===== src/mlfd_pkg.sv =====
// Shared types and constants for the marker and length frame deframer.
// Used by mlfd_core, mlfd_obuf and marker_length_frame_deframer.
package mlfd_pkg;

  localparam int MARKER_MAX_DEF = 4;
  localparam int HEADER_BYTES   = 5;
  localparam int BSM_W          = 17;
  localparam int LEN_W          = 16;
  localparam int CFG_IDX_W      = 2;
  localparam int CFG_DATA_W     = 32;

  localparam logic [LEN_W-1:0] PAYLOAD_LIMIT_RST = 16'd1024;

  typedef enum logic [1:0] {
    PH_HUNT,
    PH_HEADER,
    PH_BODY
  } phase_t;

  typedef enum logic [CFG_IDX_W-1:0] {
    CFG_MARKER_BYTES,
    CFG_MARKER_LENGTH,
    CFG_TRAILER_LENGTH,
    CFG_PAYLOAD_LIMIT
  } cfg_idx_t;

  typedef enum logic {
    OP_BYTE,
    OP_TIMEOUT
  } op_t;

  typedef struct packed {
    logic [7:0] data;
    logic       start;
    logic       last;
    logic       abort;
  } res_t;

endpackage


===== src/mlfd_core.sv =====
// Frame tracking logic: configuration registers, marker hunt, header decode
// and body count. Produces up to DEPTH results per accepted item. Uses mlfd_pkg.
module mlfd_core #(
  parameter int MARKER_MAX = mlfd_pkg::MARKER_MAX_DEF,
  parameter int DEPTH      = (MARKER_MAX < 4) ? MARKER_MAX : 4,
  parameter int CW         = $clog2(DEPTH + 1)
) (
  input  logic                                    clk,
  input  logic                                    rst,
  input  logic                                    cfg_we,
  input  logic [mlfd_pkg::CFG_IDX_W-1:0]          cfg_index,
  input  logic [mlfd_pkg::CFG_DATA_W-1:0]         cfg_data,
  input  logic                                    accept,
  input  logic                                    op,
  input  logic [7:0]                              data_byte,
  output mlfd_pkg::res_t [DEPTH-1:0]              res,
  output logic [CW-1:0]                           res_cnt
);
  import mlfd_pkg::*;

  // Configuration registers.
  logic [31:0]      marker_bytes;
  logic [2:0]       marker_length;
  logic [2:0]       trailer_length;
  logic [LEN_W-1:0] payload_limit;

  always_ff @(posedge clk) begin
    if (rst) begin
      marker_bytes   <= '0;
      marker_length  <= '0;
      trailer_length <= '0;
      payload_limit  <= PAYLOAD_LIMIT_RST;
    end else if (cfg_we) begin
      unique case (cfg_idx_t'(cfg_index))
        CFG_MARKER_BYTES:   marker_bytes   <= cfg_data;
        CFG_MARKER_LENGTH:  marker_length  <= cfg_data[2:0];
        CFG_TRAILER_LENGTH: trailer_length <= cfg_data[2:0];
        CFG_PAYLOAD_LIMIT:  payload_limit  <= cfg_data[LEN_W-1:0];
        default: ;
      endcase
    end
  end

  // Frame state.
  phase_t               phase, phase_next;
  logic [DEPTH-1:0][7:0] window, window_next;
  logic [CW-1:0]        fill, fill_next;
  logic [BSM_W-1:0]     bsm, bsm_next;
  logic [7:0]           len_lo, len_lo_next;
  logic [LEN_W-1:0]     plen, plen_next;

  always_ff @(posedge clk) begin
    if (rst) begin
      phase  <= PH_HUNT;
      window <= '0;
      fill   <= '0;
      bsm    <= '0;
      len_lo <= '0;
      plen   <= '0;
    end else begin
      phase  <= phase_next;
      window <= window_next;
      fill   <= fill_next;
      bsm    <= bsm_next;
      len_lo <= len_lo_next;
      plen   <= plen_next;
    end
  end

  logic [CW-1:0]          eff_len;
  logic [CW-1:0]          fill_c;
  logic [DEPTH:0][7:0]    win_ext;
  logic [DEPTH-1:0][7:0]  hunt_win;
  logic [CW-1:0]          hunt_fill;
  logic                   hunt_match;
  logic [LEN_W-1:0]       hdr_len;
  logic [BSM_W-1:0]       body_cnt;
  logic [BSM_W-1:0]       body_total;

  assign eff_len = (marker_length > 3'(DEPTH)) ? CW'(DEPTH) : CW'(marker_length);
  assign fill_c  = (fill > eff_len) ? eff_len : fill;
  assign win_ext = {8'h00, window};

  // Window update, one lane per marker byte position.
  always_comb begin
    hunt_match = (fill_c >= eff_len) || (fill_c + CW'(1) == eff_len);
    for (int i = 0; i < DEPTH; i++) begin
      if (CW'(i) >= eff_len) begin
        hunt_win[i] = 8'h00;
      end else if (fill_c < eff_len) begin
        hunt_win[i] = (CW'(i) == fill_c) ? (window[i] | data_byte) : window[i];
      end else if (CW'(i) == eff_len - CW'(1)) begin
        hunt_win[i] = data_byte;
      end else begin
        hunt_win[i] = win_ext[i+1];
      end
      if (CW'(i) < eff_len && hunt_win[i] != marker_bytes[8*i +: 8]) begin
        hunt_match = 1'b0;
      end
    end
  end

  assign hunt_fill  = (fill_c < eff_len) ? fill_c + CW'(1) : fill_c;
  assign hdr_len    = {data_byte, len_lo};
  assign body_cnt   = bsm + BSM_W'(1);
  assign body_total = BSM_W'(HEADER_BYTES) + BSM_W'(plen) + BSM_W'(trailer_length);

  always_comb begin
    phase_next  = phase;
    window_next = window;
    fill_next   = fill;
    bsm_next    = bsm;
    len_lo_next = len_lo;
    plen_next   = plen;
    res         = '0;
    res_cnt     = '0;

    if (accept) begin
      if (op_t'(op) == OP_TIMEOUT) begin
        if (phase == PH_BODY || (phase == PH_HEADER && bsm != '0)) begin
          phase_next  = PH_HUNT;
          window_next = '0;
          fill_next   = '0;
          bsm_next    = '0;
          res[0].abort = 1'b1;
          res_cnt     = CW'(1);
        end
      end else begin
        unique case (phase)
          PH_HEADER: begin
            if (bsm == BSM_W'(HEADER_BYTES - 2)) begin
              len_lo_next = data_byte;
            end
            if (bsm >= BSM_W'(HEADER_BYTES - 1)) begin
              plen_next = hdr_len;
              res_cnt   = CW'(1);
              if (hdr_len > payload_limit) begin
                phase_next   = PH_HUNT;
                window_next  = '0;
                fill_next    = '0;
                bsm_next     = '0;
                res[0].abort = 1'b1;
              end else if (hdr_len == '0 && trailer_length == '0) begin
                phase_next   = PH_HUNT;
                window_next  = '0;
                fill_next    = '0;
                bsm_next     = '0;
                res[0].data  = data_byte;
                res[0].last  = 1'b1;
              end else begin
                phase_next  = PH_BODY;
                bsm_next    = BSM_W'(HEADER_BYTES);
                res[0].data = data_byte;
              end
            end else begin
              bsm_next    = bsm + BSM_W'(1);
              res[0].data = data_byte;
              res_cnt     = CW'(1);
            end
          end
          PH_BODY: begin
            res[0].data = data_byte;
            res_cnt     = CW'(1);
            if (body_cnt >= body_total) begin
              res[0].last = 1'b1;
              phase_next  = PH_HUNT;
              window_next = '0;
              fill_next   = '0;
              bsm_next    = '0;
            end else begin
              bsm_next = body_cnt;
            end
          end
          default: begin
            // With no marker configured any byte opens a frame as header byte 0.
            if (eff_len == '0) begin
              res[0].data  = data_byte;
              res[0].start = 1'b1;
              res_cnt      = CW'(1);
              bsm_next     = BSM_W'(1);
              phase_next   = PH_HEADER;
            end else if (hunt_match) begin
              for (int i = 0; i < DEPTH; i++) begin
                res[i].data  = marker_bytes[8*i +: 8];
                res[i].start = (i == 0);
              end
              res_cnt     = eff_len;
              window_next = '0;
              fill_next   = '0;
              bsm_next    = '0;
              phase_next  = PH_HEADER;
            end else begin
              window_next = hunt_win;
              fill_next   = hunt_fill;
              phase_next  = PH_HUNT;
            end
          end
        endcase
      end
    end

    // A new marker setting restarts the hunt from an empty window.
    if (cfg_we && (cfg_idx_t'(cfg_index) == CFG_MARKER_BYTES ||
                   cfg_idx_t'(cfg_index) == CFG_MARKER_LENGTH)) begin
      window_next = '0;
      fill_next   = '0;
    end
  end

`ifndef SYNTHESIS
  a_timeout_aborts_body: assert property (@(posedge clk) disable iff (rst)
    (accept && op_t'(op) == OP_TIMEOUT && phase == PH_BODY) |=> (phase == PH_HUNT))
    else $error("timeout in frame body did not return to hunting");

  a_header_count: assert property (@(posedge clk) disable iff (rst)
    (phase == PH_HEADER) |-> (bsm < BSM_W'(HEADER_BYTES)))
    else $error("header byte count out of range");

  a_fill_range: assert property (@(posedge clk) disable iff (rst)
    fill <= CW'(DEPTH))
    else $error("marker window fill exceeds window size");
`endif

endmodule


===== src/mlfd_obuf.sv =====
// Result buffer: holds the results of one item and hands them out one per
// transfer, oldest first. Uses mlfd_pkg for the result type.
module mlfd_obuf #(
  parameter int DEPTH = 4,
  parameter int CW    = $clog2(DEPTH + 1)
) (
  input  logic                         clk,
  input  logic                         rst,
  input  logic                         accept,
  input  mlfd_pkg::res_t [DEPTH-1:0]   ld_res,
  input  logic [CW-1:0]                ld_cnt,
  output logic                         in_ready,
  output logic                         out_valid,
  input  logic                         out_ready,
  output mlfd_pkg::res_t               out_res
);
  import mlfd_pkg::*;

  res_t [DEPTH-1:0] ent;
  logic [CW-1:0]    cnt;
  logic             pop;
  logic             load;

  assign pop       = (cnt != '0) && out_ready;
  assign load      = accept && (ld_cnt != '0);
  assign in_ready  = (cnt == '0) || (cnt == CW'(1) && out_ready);
  assign out_valid = (cnt != '0);
  assign out_res   = ent[0];

  always_ff @(posedge clk) begin
    if (rst) begin
      cnt <= '0;
    end else if (load) begin
      cnt <= ld_cnt;
    end else if (pop) begin
      cnt <= cnt - CW'(1);
    end
  end

  always_ff @(posedge clk) begin
    if (load) begin
      ent <= ld_res;
    end else if (pop) begin
      for (int i = 0; i < DEPTH - 1; i++) begin
        ent[i] <= ent[i+1];
      end
    end
  end

endmodule


===== src/marker_length_frame_deframer.sv =====
// Results are registered in the result buffer; input waits while they drain.
// Throughput: one byte per cycle while m_tready is high; a found marker gives
// marker_length results (at most DEPTH), one per cycle while m_tready is high.
// Reset (rst, synchronous): hunting with an empty window, buffer empty,
// payload_limit 1024 and all other core registers zero.
module marker_length_frame_deframer #(
  parameter int MARKER_MAX = mlfd_pkg::MARKER_MAX_DEF
) (
  input  logic                             clk,
  input  logic                             rst,
  input  logic                             cfg_we,
  input  logic [mlfd_pkg::CFG_IDX_W-1:0]   cfg_index,
  input  logic [mlfd_pkg::CFG_DATA_W-1:0]  cfg_data,
  input  logic                             s_tvalid,
  output logic                             s_tready,
  input  logic [7:0]                       s_tdata,   // data_byte
  input  logic                             s_tuser,   // operation
  output logic                             m_tvalid,
  input  logic                             m_tready,
  output logic [7:0]                       m_tdata,   // out_byte
  output logic                             m_tlast,   // frame_end
  output logic [1:0]                       m_tuser    // {frame_abort, frame_start}
);
  import mlfd_pkg::*;

  localparam int DEPTH = (MARKER_MAX < 4) ? MARKER_MAX : 4;
  localparam int CW    = $clog2(DEPTH + 1);

  res_t [DEPTH-1:0] res;
  logic [CW-1:0]    res_cnt;
  res_t             out_res;
  logic             accept;

  assign accept = s_tvalid && s_tready;

  mlfd_core #(
    .MARKER_MAX(MARKER_MAX),
    .DEPTH     (DEPTH),
    .CW        (CW)
  ) u_core (
    .clk      (clk),
    .rst      (rst),
    .cfg_we   (cfg_we),
    .cfg_index(cfg_index),
    .cfg_data (cfg_data),
    .accept   (accept),
    .op       (s_tuser),
    .data_byte(s_tdata),
    .res      (res),
    .res_cnt  (res_cnt)
  );

  mlfd_obuf #(
    .DEPTH(DEPTH),
    .CW   (CW)
  ) u_obuf (
    .clk      (clk),
    .rst      (rst),
    .accept   (accept),
    .ld_res   (res),
    .ld_cnt   (res_cnt),
    .in_ready (s_tready),
    .out_valid(m_tvalid),
    .out_ready(m_tready),
    .out_res  (out_res)
  );

  assign m_tdata = out_res.data;
  assign m_tlast = out_res.last;
  assign m_tuser = {out_res.abort, out_res.start};

endmodule

===== config.mk =====
export PLATFORM = sky130hd
export DESIGN_NAME = marker_length_frame_deframer
export DESIGN_NICKNAME = d
export VERILOG_FILES = /design/src/mlfd_pkg.sv /design/src/mlfd_core.sv /design/src/mlfd_obuf.sv /design/src/marker_length_frame_deframer.sv
export SDC_FILE = /design/constraint.sdc
export NUM_CORES = 1
export LEC_CHECK = 0
export ABC_AREA = 1
export BUFFER_PORTS_ARGS = -buffer_cell sky130_fd_sc_hd__buf_2
export CORE_MARGIN = 2
export CORE_UTILIZATION = 60
export CTS_CLUSTER_DIAMETER = 60
export DETAILED_ROUTE_END_ITERATION = 10
export GPL_TIMING_DRIVEN = 0
export PLACE_DENSITY = 0.79
export RECOVER_POWER = 50
export SYNTH_ARGS = -nofsm -noshare
export SYNTH_HDL_FRONTEND = slang
export SYNTH_SLANG_ARGS = --single-unit

===== constraint.sdc =====
create_clock -name clk -period 8.3 [get_ports clk]
set_input_delay 1.66 -clock clk [delete_from_list [all_inputs] [get_ports clk]]
set_output_delay 1.66 -clock clk [all_outputs]
set_load 0.02 [all_outputs]

After elaboration in Yosys (flattened, before gate mapping)
Index checks and enable logic that the tools add are counted.
{"block": "totals", "regBits": 173, "output_inout_bits": 13, "word_cells": 211}
{"block": "op_classes", "bitwise_logic": 7, "addsub": 6, "order_cmp": 15, "n_mux": 96, "eq_ne": 23, "reduce_logical": 40}
{"op": "$mux 32", "count": 8}
{"op": "$mux 8", "count": 18}
{"op": "$mux 17", "count": 7}
{"op": "$mux 9", "count": 12}
{"op": "$mux 33", "count": 2}
{"op": "$pmux 32 s2", "count": 1}
{"op": "$mux 3", "count": 19}
{"op": "$pmux 17 s2", "count": 1}
{"op": "$ne 8x8->1", "count": 4}
{"op": "$or 8x8->8", "count": 4}
{"op": "$add 17x1->17 const B", "count": 1}
{"op": "$add 17x3->17", "count": 1}
{"op": "$add 3x16->17 const A", "count": 1}
{"op": "$eq 17x2->1 const B", "count": 1}
{"op": "$ge 17x17->1", "count": 1}
{"op": "$ge 17x3->1 const B", "count": 1}
{"op": "$reduce_bool 17->1", "count": 1}
{"op": "$gt 16x16->1", "count": 1}
{"op": "$logic_not 16->1", "count": 1}
{"op": "$mux 2", "count": 8}
{"op": "$pmux 8 s2", "count": 1}
{"op": "$logic_not 3->1", "count": 5}
{"op": "$mux 1", "count": 14}
{"op": "$eq 2x3->1 const A", "count": 4}
{"op": "other kinds (38)", "count": 70}

Logic depth before layout (Yosys ltp)
Gate-level depths: netlist of run 1.
{"block": "logic_depth", "depth_word": 22, "mapped_depth": 35}

Modules after synthesis
From an unflattened synthesis of run 1, not the netlist that was laid out.
{"block": "unflattened", "hier_cells": 1613, "hier_area_um2": 11433.5}
{"mod": "mlfd_core", "cells_per_inst": 1408, "area_per_inst_um2": 9340.2, "seq_area_each_um2": 2642.5, "instances": 1}
{"mod": "mlfd_obuf", "cells_per_inst": 203, "area_per_inst_um2": 2085.8, "seq_area_each_um2": 1381.3, "instances": 1}
{"mod": "marker_length_frame_deframer", "cells_per_inst": 2, "area_per_inst_um2": 7.5, "seq_area_each_um2": 0.0, "instances": 1}

Worst setup path before layout of run 1
No wires, ideal clock.
{"block": "synth_path", "path_kind": "reg-to-reg", "start": "register u_core.marker_length[2]", "end": "register u_obuf.ent[14] (netlist name), enable pin", "path_buffers": 5, "path_stages_with_launch": 29, "arrival_ps": 4335, "setup_ps": 384, "setup_slack_ps": 3581, "synth_period_minus_slack_ps": 4719, "path_cell_list": "dfxtp_1 buf_6 clkbuf_1 inv_1 ha_1 nand3_1 nand2_1 nand2_1 o21ai_0 inv_1 ha_1 nand3b_1 nand2_1 buf_4 buf_4 o21ai_0 nand3_1 xor2_1 nand2_1 nor2_1 nand2_1 nand2_1 nand2_1 a21oi_2 nand2_4 nand2_2 nand2_4 buf_2 nand2_1"}
{"block": "synth_via", "elab_chain_cells": 22, "word_cells_on_any_way": 63, "cone_classes": "add/sub: 2; order compare: 12; eq/ne: 11; mux: 27; reduce/logical: 11"}
{"item": "from (decl)", "line": "mlfd_core.sv:23", "rtl": "logic [2:0] marker_length;"}
{"item": "from (signal assigned)", "line": "mlfd_core.sv:36", "rtl": "CFG_MARKER_LENGTH: marker_length <= cfg_data[2:0];"}
{"item": "$gt 3x3->1", "line": "mlfd_core.sv:80", "rtl": "assign eff_len = (marker_length > 3'(DEPTH)) ? CW'(DEPTH) : CW'(marker_length);"}
{"item": "$mux 3 *", "line": "mlfd_core.sv:80"}
{"item": "branches (longest 13 deep; another with $gt 3x3->1)"}
{"item": "$mux 3 *", "line": "mlfd_core.sv:176", "rtl": "if (eff_len == '0) begin"}
{"item": "$mux 3 *"}
{"item": "$mux 3 *", "line": "mlfd_core.sv:119", "rtl": "if (op_t'(op) == OP_TIMEOUT) begin"}
{"item": "$mux 3 *", "line": "mlfd_core.sv:118", "rtl": "if (accept) begin"}
{"item": "$reduce_bool 3->1 *", "line": "mlfd_obuf.sv:25", "rtl": "assign load = accept && (ld_cnt != '0);"}
{"item": "$logic_and 1x1->1 *", "line": "mlfd_obuf.sv:25"}
{"item": "$reduce_bool 2->1 (no line) *"}
{"item": "to (signal assigned)", "line": "mlfd_obuf.sv:42", "rtl": "ent <= ld_res;"}
{"item": "to (signal, indexed assignment)", "line": "mlfd_obuf.sv:45", "rtl": "ent[i] <= ent[i+1];"}
{"item": "to (decl)", "line": "mlfd_obuf.sv:19", "rtl": "res_t [DEPTH-1:0] ent;"}
Mark *: on every way between the ends.
A chain may end at the register's enable or synchronous reset.

Final worst setup path of run 1
{"block": "layout_path", "start": "register u_core.marker_length[2]", "end": "register u_obuf.ent (netlist bit u_obuf.out_res[6]), enable pin"}
The elaborated chain is that of the path after synthesis.

==> reports/qor.txt, run 1 <==
Clk_lat worst skew - 0.45 ns
Cell Area, Synth - 10600 um^2
Clock Tree Buf Depth - 2
Post-Syn Area per Cell - 6.84 um^2
Dpl hpwl - 26100 um
Die height - 137 um
Post-CTS Setup Bufs - 0
Post-synth ARST share - 0%
Critical path data required time - 8.36 ns
Met2 wire length - 14400 um
Post-synthesis cell type count - 43
Worst-Margin Slew - 1.14 ns
Fin nets - 1739
Vias/cell - 5.87
Vias post-DR - 11000
Avg WL per Cell - 18.4 um
Slowest CP cell - nand2_1
Critical R2R Capture - u_obuf.out_res[6]$_DFFE_PP_
Pin count of the biggest net entering global routing - 28
CTS root buffer - clkbuf_16
VDD IR max - 0.237 mV
Yosys warning total - 0
Arr. time, crit path - 6.93 ns
Crit path depth - 28
CTS Hold Bufs - 0
Status - completed
Initial antenna violation count - 1
Die area - 18800 um^2
Ant diodes - 0
CP Max Fanout - 27
Seq/Total Area, Yosys - 35.3%
Synth-to-Final Area Change - 10.4%
Worst R2R Setup Slack - 1.42 ns
Top_reg_cell synth - dfxtp_1
Most common cell after layout, fill and taps aside - nand2_1
Final Util - 67.8%
Placer Congestion - 0.997
Worst path top cell family by delay - simple AND/OR/NAND/NOR gates
# DRC - 0
FF-to-FF path depth - 28
Crit share post-route - 82.9%
Worst path most repeated cell - nand2_1
Worst Setup SP - u_core.marker_length[2]$_SDFFE_PP0P_
Yosys reg bits - 170
Slew Viols, Final - 0
Share of layout cells above drive strength 1 - 8.15%
Cell Rows - 48
Kind of critical path - flop to flop
1st-pass router iterations - 6
Crit path buf inv count - 6
TritonCTS clock tree - built
Number of routed nets with antenna violations - 0
Number of flops mapped to enable cells by yosys - 35
DR top layer - met5
Starting DRT DRC Count - 1331
CORE AREA - 17300 um^2
Die Wd - 137 um
Highest clock rate - 145 MHz
CTS buffer count - 17
CP Capture Type - flop
Initial Utilization - 61.5%
Max-cap violations - 0
Crit-path max cell delay - 0.84 ns
Number of port buffers - 59
CP endpoint - u_obuf.out_res[6]$_DFFE_PP_
CTS sink cnt - 170
Global Route Usage Sum - 36.9%
Setup crit start kind - flop
FF-to-FF Start - u_core.marker_length[2]$_SDFFE_PP0P_
Final Hold Violating Endpoints - 0
PD cells - 257 nW/um^2
First-pass GRT wire length - 51900 um
Resized Gates After CTS - 0
Clock skew - 0.0133 ns
Most frequent cells in the layout - nand2_1, inv_1, nor2_1
Syn Inst Count - 1554
Slew headroom - 23.7%
Number of cells on the worst hold path - 2
Clock transition at path regs - 0.07 ns
Final setup viols - 0
Vias in the first global route - 9534
Fin crit period - 6.88 ns
Routed wl met3 - 3820 um
H-tree levels - 4
Hold Crit Class - flop to flop
IO Pins - 61
Routed WL - 34400 um
Syn nets - 1661
DRT met1 WL - 15000 um
RSZ-0062 raised after global routing - no
Grt ovf - 0
Setup_tns - 0 ns
Pleak - 5.09 nW
metal layers:
layer,up-vias,GRT usage (%)
li1,5272,-
met1,5014,53.1
met2,603,53.6
met3,88,7.93
met4,2,14.9
met5,-,0
state kept, by name (all words and copies together) (netlist names), 3 cells and up:
register,count
u_core.bsm,17
u_core.fill,3
u_core.len_lo,8
u_core.marker_bytes,32
u_core.marker_length,3
u_core.payload_limit,16
u_core.plen,16
u_core.trailer_length,3
u_core.win_ext,32
u_obuf.cnt,3
u_obuf.ent,24
u_obuf.out_res,11
layout make-up:
type	instances	area (um^2)
multi-input cells	1119	5730
fillers	1561	5560
clock buffers	19	464
flip-flops and latches	170	3750
repair buffers	59	277
well taps	225	282
clock inverters	13	126
inverters	181	682
plain buffers	84	419
kinds of logic (layout without fill, tap and decap cells):
family                     count (synthesis)  count (layout)  synth area share [%]
AOI/OAI and AO/OA                        312             312                  15.2
xor gates and xnor gates                  31              31                  2.55
adders and majority gates                 59              59                  7.02
buffers and inverters                    265             356                  10.6
DFF                                      170             170                  35.3
and+or+nand+nor                          717             717                  29.4
metrics by stage:
stage / power [mW] / hold WS (ns) / setup slack, ns / instance area (um^2) / instances
after floorplan: 1.90 / 0.433 / 3.58 / 10600 / 1554
after global placement: 2.19 / 0.443 / 2.44 / 11200 / 1838
after detailed placement: 2.22 / 0.455 / 2.35 / 11200 / 1838
after CTS: 3.02 / 0.466 / 2.32 / 11800 / 1870
after global routing: 3.19 / 0.481 / 0.960 / 11700 / 1870
final: 3.02 / 0.463 / 1.42 / 11700 / 1870
where the power goes:
| part | total, mW | internal, mW | switching, mW |
|---|---|---|---|
| registers | 1.09 | 1.02 | 0.0740 |
| clock network | 0.805 | 0.422 | 0.383 |
| logic | 1.12 | 0.344 | 0.777 |
worst reg2reg max path: cells and delay by family, from the launching register on:
kind / cells / cell delay, ns
buffers and inverters: 6 / 1.67
XOR/XNOR: 1 / 0.17
AND/OR/NAND/NOR: 16 / 2.58
AO/OA/AOI/OAI: 3 / 1.14
flip-flops: 1 / 0.31
adder cells (fa/ha/maj): 2 / 0.62
worst min path at each step:
| stage | slack, ns | end | startpoint |
|---|---|---|---|
| 2_1_floorplan | 0.43 | u_core.payload_limit[11]$_SDFFE_PP0P_ | u_core.payload_limit[11]$_SDFFE_PP0P_ |
| 3_3_place_gp | 0.44 | u_core.payload_limit[8]$_SDFFE_PP0P_ | u_core.payload_limit[8]$_SDFFE_PP0P_ |
| 3_5_place_dp | 0.45 | u_core.payload_limit[11]$_SDFFE_PP0P_ | u_core.payload_limit[11]$_SDFFE_PP0P_ |
| 4_1_cts | 0.47 | u_core.payload_limit[1]$_SDFFE_PP0P_ | u_core.payload_limit[1]$_SDFFE_PP0P_ |
| 5_1_grt | 0.48 | u_core.payload_limit[2]$_SDFFE_PP0P_ | u_core.payload_limit[2]$_SDFFE_PP0P_ |
| 6_report | 0.46 | u_core.payload_limit[13]$_SDFFE_PP0P_ | u_core.payload_limit[13]$_SDFFE_PP0P_ |
cells in the mapped netlist (2+ instances only):
master	instances	area [um^2]
a211oi_1	2	15.0
a211oi_2	2	25.0
a21oi_1	137	686
buf_2	17	85.1
buf_4	18	135
buf_6	5	56.3
clkbuf_1	43	161
clkinv_1	9	33.8
dfxtp_1	135	2700
edfxtp_1	35	1050
ha_1	58	726
inv_1	165	619
inv_2	6	22.5
nand2_1	376	1410
nand2_2	5	31.3
nand2_4	2	22.5
nand3_1	94	470
nand3b_1	8	60.1
nand4_1	59	369
nor2_1	139	522
nor2_2	2	12.5
nor2_4	2	22.5
nor2_8	2	40.0
nor3_1	14	70.1
nor4_1	9	56.3
o211ai_1	2	15.0
o21ai_0	119	596
o21ai_1	43	215
or2_2	3	18.8
xnor2_1	5	43.8
xor2_1	26	228
(Power assumes the default switching activity.)
==> run 2, diff against run 1 <==
--- a/config.mk
+++ b/config.mk
@@ -8,11 +8,11 @@
 export ABC_AREA = 1
 export BUFFER_PORTS_ARGS = -buffer_cell sky130_fd_sc_hd__buf_2
 export CORE_MARGIN = 2
-export CORE_UTILIZATION = 60
+export CORE_UTILIZATION = 56
 export CTS_CLUSTER_DIAMETER = 60
 export DETAILED_ROUTE_END_ITERATION = 10
 export GPL_TIMING_DRIVEN = 0
-export PLACE_DENSITY = 0.79
+export PLACE_DENSITY = 0.77
 export RECOVER_POWER = 50
 export SYNTH_ARGS = -nofsm -noshare
 export SYNTH_HDL_FRONTEND = slang
==> constraint.sdc (replaced) <==
create_clock -name clk -period 6 [get_ports clk]
set_input_delay 1.2 -clock clk [delete_from_list [all_inputs] [get_ports clk]]
set_output_delay 1.2 -clock clk [all_outputs]
set_load 0.02 [all_outputs]
==> reports/qor.txt, run 2 (synthesized netlist as in run 1, its figures left out) <==
# DRC - 0 (unchanged)
Clock skew - 0.0110 ns (was 0.0133 ns)
Vias post-DR - 10800 (was 11000)
Synth-to-Final Area Change - 10.5% (was 10.4%)
Arr. time, crit path - 5.64 ns (was 6.93 ns)
Worst path most repeated cell - nand2_1 (unchanged)
Clock transition at path regs - 0.07 ns (about the same)
Final Hold Violating Endpoints - 0 (unchanged)
Multi-input logic area - 5760 um^2 (was 5730 um^2)
Placed inst area - 11200 um^2 (about the same)
Final Cell Area - 11700 um^2 (about the same)
Share of layout cells above drive strength 1 - 8.45% (was 8.15%)
Initial Utilization - 57.0% (was 61.5%)
Fin cells - 1879 (was 1870)
VDD IR max - 0.201 mV (was 0.237 mV)
Pleak - 5.11 nW (was 5.09 nW)
1st-pass router iterations - 6 (unchanged)
Register cell area after layout - 3750 um^2 (unchanged)
Worst-Margin Slew - 1.14 ns (about the same)
Initial antenna violation count - 0 (was 1)
Most frequent cells in the layout - nand2_1, inv_1, nor2_1 (unchanged)
Cell Rows - 50 (was 48)
IO Pins - 61 (unchanged)
Dpl hpwl - 25300 um (was 26100 um)
CP Max Fanout - 27 (unchanged)
Number of routed nets with antenna violations - 0 (unchanged)
CORE AREA - 18600 um^2 (was 17300 um^2)
Fin crit period - 5.54 ns (was 6.88 ns)
Setup_tns - 0 ns (unchanged)
Crit share post-route - 92.4% (was 82.9%)
Vias in the first global route - 9448 (was 9534)
Max-cap violations - 0 (unchanged)
Avg WL per Cell - 17.7 um (was 18.4 um)
Clk_lat worst skew - 0.44 ns (was 0.45 ns)
Die Wd - 142 um (was 137 um)
RSZ-0062 raised after global routing - no (unchanged)
Kind of critical path - flop to flop (unchanged)
CTS sink cnt - 170 (unchanged)
Slowest CP cell - o21ai_0 (was nand2_1)
TritonCTS clock tree - built (unchanged)
Number of port buffers - 59 (unchanged)
Hold Crit Class - flop to flop (unchanged)
Clock Tree Buf Depth - 2 (unchanged)
Worst Slack Setup Final - 0.458 ns (was 1.42 ns)
Resized Gates After CTS - 0 (unchanged)
Post-place setup slack - 0.118 ns (was 2.35 ns)
Final setup viols - 0 (unchanged)
H-tree levels - 4 (unchanged)
Global Route Usage Sum - 33.1% (was 36.9%)
Final Hold Slack - 0.457 ns (was 0.463 ns)
Slew Viols, Final - 0 (unchanged)
First-pass GRT wire length - 51300 um (was 51900 um)
Status - completed (unchanged)
Starting DRT DRC Count - 1606 (was 1331)
Die height - 142 um (was 137 um)
Most common cell after layout, fill and taps aside - nand2_1 (unchanged)
Post-CTS Setup Bufs - 0 (unchanged)
CTS Hold Bufs - 0 (unchanged)
Pin count of the biggest net entering global routing - 28 (unchanged)
Crit-path max cell delay - 0.45 ns (was 0.84 ns)
Slew headroom - 23.6% (was 23.7%)
Die area - 20100 um^2 (was 18800 um^2)
Ant diodes - 0 (unchanged)
Post-placement cell count - 1847 (was 1838)
CTS root buffer - clkbuf_16 (unchanged)
Critical path data required time - 6.10 ns (was 8.36 ns)
CP Capture Type - flop (unchanged)
PD cells - 349 nW/um^2 (was 257 nW/um^2)
Routed WL - 33200 um (was 34400 um)
Placer Congestion - 1.02 (was 0.997)
Grt ovf - 0 (unchanged)
Fillers - 1777 (was 1561)
Fin nets - 1739 (unchanged)
Vias/cell - 5.77 (was 5.87)
Setup crit start kind - flop (unchanged)
Highest clock rate - 180 MHz (was 145 MHz)
CTS buffer count - 17 (unchanged)
## run 2: cell types whose count changed in the layout (fill, tap and decap cells not counted), moves of 2 or more
cell	change
buf_2	+2
buf_4	+3
clkbuf_1	-4
clkinv_2	+2
clkinvlp_4	-3
inv_6	+2
inv_8	-3
## run 2: critical path, delay by kind of cell (launching register included)
family                     cells  cell delay [ns]
and+or+nand+nor               18             2.07
DFF                            1             0.33
adders and majority gates      2             0.45
AOI/OAI and AO/OA              2             0.78
buffers and inverters          8             1.53
## run 2: metal layers
metal | vias to the layer above | part of all wire, % | track usage (%)
li1 | 5274 | - | -
met1 | 4898 | 44 | 48.0
met2 | 600 | 42 | 50.5
met3 | 74 | 11 | 6.28
met4 | 0 | 2.4 | 9.11
met5 | - | 0 | 0
## run 2: final cells by class
cell class                      count  area share (%)
Timing Repair Buffer               59            2.36
Buffer                             84            3.67
Clock inverter                     12           0.778
Multi-Input combinational cell   1119            49.0
Tap cell                          234            2.49
Clock buffer                       20            3.89
Inverter                          181            5.81
Sequential cell                   170            32.0
## run 2: where the power goes
group          switching, mW  internal, mW  leakage (nW)  total (mW)
Clock                  0.500         0.559         0.275        1.06
Combinational           1.05         0.487          3.40        1.54
Sequential            0.0997          1.41          1.44        1.51
Total                   1.65          2.45          5.11        4.10
## run 2: metrics by stage
stage	total power [mW]	util, %
2_1_floorplan	2.63	-
3_3_place_gp	3.02	60.2
3_5_place_dp	3.05	60.2
4_1_cts	4.10	63.1
5_1_grt	4.35	63.0
6_report	4.10	63.0
## run 2: path summary, 6_finish.rpt
kind                                           to  cells after the start  slack, ns                                 start
max                      u_obuf.ent[31]$_DFFE_PP_                     30       0.46  u_core.marker_length[2]$_SDFFE_PP0P_
min          u_core.payload_limit[7]$_SDFFE_PP0P_                      2       0.46  u_core.payload_limit[7]$_SDFFE_PP0P_
max reg2reg              u_obuf.ent[31]$_DFFE_PP_                     30       0.46  u_core.marker_length[2]$_SDFFE_PP0P_
min reg2reg  u_core.payload_limit[7]$_SDFFE_PP0P_                      2       0.46  u_core.payload_limit[7]$_SDFFE_PP0P_
==> run 3, diff against run 2 <==
--- a/config.mk
+++ b/config.mk
@@ -5,7 +5,6 @@
 export SDC_FILE = /design/constraint.sdc
 export NUM_CORES = 1
 export LEC_CHECK = 0
-export ABC_AREA = 1
 export BUFFER_PORTS_ARGS = -buffer_cell sky130_fd_sc_hd__buf_2
 export CORE_MARGIN = 2
 export CORE_UTILIZATION = 56
==> reports/qor.txt, run 3 <==
Status - finished, violations left (was completed)
Failing checks - setup timing
Highest clock rate - 166 MHz (was 180 MHz)
Seq/Total Area, Yosys - 35.3% (about the same)
Grt ovf - 0 (unchanged)
Yosys top cell area share - 25.4% (about the same)
Yosys warning total - 0 (unchanged)
Vias post-DR - 10400 (was 10800)
Clock Tree Buf Depth - 2 (unchanged)
CTS buffer count - 17 (unchanged)
Vias in the first global route - 9401 (was 9448)
Clock skew - 0.0156 ns (was 0.0110 ns)
Slowest CP cell - or4_4 (was o21ai_0)
1st-pass router iterations - 6 (unchanged)
Post-Syn Area per Cell - 8.30 um^2 (was 6.84 um^2)
Fin nets - 1472 (was 1739)
CTS root buffer - clkbuf_16 (unchanged)
Initial antenna violation count - 0 (unchanged)
Clk_lat worst skew - 0.44 ns (about the same)
Slew Viols, Final - 0 (unchanged)
Number of flops mapped to enable cells by yosys - 35 (unchanged)
Die height - 142 um (about the same)
IO Pins - 61 (unchanged)
Most common cell after layout, fill and taps aside - nand2_1 (unchanged)
Post-synthesis cell type count - 68 (was 43)
Number of routed nets with antenna violations - 0 (unchanged)
Placer Congestion - 1.03 (was 1.02)
Worst path most repeated cell - buf_6 (was nand2_1)
Worst Slack Setup Final - -0.0201 ns (was 0.458 ns)
Final Hold Violating Endpoints - 0 (unchanged)
Max-cap violations - 0 (unchanged)
CORE AREA - 18600 um^2 (unchanged)
VDD IR max - 0.275 mV (was 0.201 mV)
Top_reg_cell synth - dfxtp_1 (unchanged)
Starting DRT DRC Count - 1249 (was 1606)
Final setup viols - 9 (was 0)
Post-synth ARST share - 0% (unchanged)
Fin crit period - 6.02 ns (was 5.54 ns)
Initial Utilization - 57.0% (about the same)
Setup crit start kind - flop (unchanged)
Synth area leaders - dfxtp_1, edfxtp_1, nand2_1, ha_1, a21oi_1 (was dfxtp_1, nand2_1, edfxtp_1, ha_1, a21oi_1)
CTS Hold Bufs - 0 (unchanged)
Fillers - 1614 (was 1777)
Multi-input logic area - 6520 um^2 (was 5760 um^2)
Number of port buffers - 59 (unchanged)
Avg WL per Cell - 21.0 um (was 17.7 um)
Cell Area, Synth - 10600 um^2 (about the same)
Die Wd - 142 um (about the same)
Most frequent cell after synthesis - nand2_1 (unchanged)
Pin count of the biggest net entering global routing - 28 (unchanged)
Hold Crit Class - flop to flop (unchanged)
Routed WL - 33900 um (was 33200 um)
Crit-path cells - buf_6, inv_1, nor2_4, inv_1, ha_1, nand3b_1, a32oi_2, mux2i_2, inv_1, ha_1, and3b_2, nor2_4, buf_4, o21ai_0, or3_1, nand4_1, o41a_1, or4_4, buf_6, o21a_1, buf_6, buf_6, a221o_1
Synth top cells by count - nand2_1, dfxtp_1, a21oi_1, clkbuf_1, nor2_1 (was nand2_1, inv_1, nor2_1, a21oi_1, dfxtp_1)
Most frequent cells in the layout - nand2_1, dfxtp_1, a21oi_1 (was nand2_1, inv_1, nor2_1)
CP Capture Type - flop (unchanged)
Pleak - 4.87 nW (was 5.11 nW)
Register cell area after layout - 3750 um^2 (unchanged)
Crit-path max cell delay - 0.56 ns (was 0.45 ns)
Pwr Total - 3.35 mW (was 4.10 mW)
Cell Rows - 50 (unchanged)
CTS sink cnt - 170 (unchanged)
Share of layout cells above drive strength 1 - 13.6% (was 8.45%)
Crit share post-route - 100% (was 92.4%)
Post-place setup slack - -1.76 ns (was 0.118 ns)
H-tree levels - 4 (unchanged)
PD cells - 275 nW/um^2 (was 349 nW/um^2)
Synth-to-Final Area Change - 14.5% (was 10.5%)
Die area - 20100 um^2 (about the same)
TritonCTS clock tree - built (unchanged)
Yosys reg bits - 170 (unchanged)
Syn nets - 1387 (was 1661)
Slew headroom - 44.7% (was 23.6%)
Global Route Usage Sum - 33.5% (was 33.1%)
Vias/cell - 6.42 (was 5.77)
Worst-Margin Slew - 0.830 ns (was 1.14 ns)
Critical path data required time - 6.18 ns (was 6.10 ns)
# DRC - 0 (unchanged)
Arr. time, crit path - 6.20 ns (was 5.64 ns)
Cell taking the most area after synthesis - dfxtp_1 (unchanged)
Clock transition at path regs - 0.07 ns (about the same)
CP Max Fanout - 10 (was 27)
Kind of critical path - flop to flop (unchanged)
First-pass GRT wire length - 51800 um (was 51300 um)
Dpl hpwl - 24900 um (was 25300 um)
Syn Inst Count - 1280 (was 1554)
## run 3: layer usage
layer	wire length (um)	global-route usage [%]
met5	0	0
met1	14200	45.9
met2	14500	49.9
met4	1570	15.9
met3	3610	8.13
## run 3: path summary, 6_finish.rpt
kind	depth (start not counted)	slack, ns	endpoint	start
min reg2reg	2	0.45	u_core.payload_limit[14]$_SDFFE_PP0P_	u_core.payload_limit[14]$_SDFFE_PP0P_
min	2	0.45	u_core.payload_limit[14]$_SDFFE_PP0P_	u_core.payload_limit[14]$_SDFFE_PP0P_
max	23	-0.02	u_obuf.out_res[8]$_DFFE_PP_	u_core.marker_length[1]$_SDFFE_PP0P_
max reg2reg	23	-0.02	u_obuf.out_res[8]$_DFFE_PP_	u_core.marker_length[1]$_SDFFE_PP0P_
## run 3: cells by family after synthesis
kind of cell / share of synthesized area [%]
adders and majority gates: 7.02
muxes: 3.77
DFF: 35.3
buffers and inverters: 6.09
xor gates and xnor gates: 3.22
and+or+nand+nor: 21.8
AOI/OAI and AO/OA: 22.7
## run 3: worst max-delay path: cells and delay by family (launching register included)
family | cells | cell delay [ns]
mux | 1 | 0.30
compound gates | 5 | 1.74
flops | 1 | 0.33
buf+inv | 8 | 1.14
simple gates | 7 | 1.60
fa+ha+maj | 2 | 0.66
## run 3: layout make-up
| type | count | share of cell area (%) |
|---|---|---|
| Multi-Input combinational cell | 963 | 53.6 |
| Sequential cell | 170 | 30.9 |
| Buffer | 93 | 4.06 |
| Clock buffer | 19 | 3.64 |
| Timing Repair Buffer | 69 | 2.99 |
| Tap cell | 234 | 2.41 |
| Inverter | 51 | 1.60 |
| Clock inverter | 13 | 0.782 |
| Antenna cell | 1 | 0.0206 |
## run 3: report_power, final
group,switching [mW],internal (mW)
registers,0.0635,1.35
logic,0.558,0.326
clock network,0.501,0.545
total,1.12,2.23
## run 3: through the flow
stage | util (%) | instances | setup TNS [ns] | hold slack [ns] | area, um^2
2_1_floorplan | - | 1280 | 0 | 0.436 | 10600
3_3_place_gp | 60.2 | 1573 | -166.55 | 0.443 | 11200
3_5_place_dp | 60.2 | 1573 | -167.44 | 0.446 | 11200
4_1_cts | 64.1 | 1606 | 0 | 0.457 | 12000
5_1_grt | 65.2 | 1612 | -5.90 | 0.480 | 12200
6_report | 65.2 | 1613 | -0.0554 | 0.454 | 12200
## run 3: what timing repair did
action                                 CTS  global route
setup endpoints to repair              125           118
resized for setup                       46            46
pin swaps                                2             9
endpoints found under the hold margin    0             0
buffers inserted                         2             8
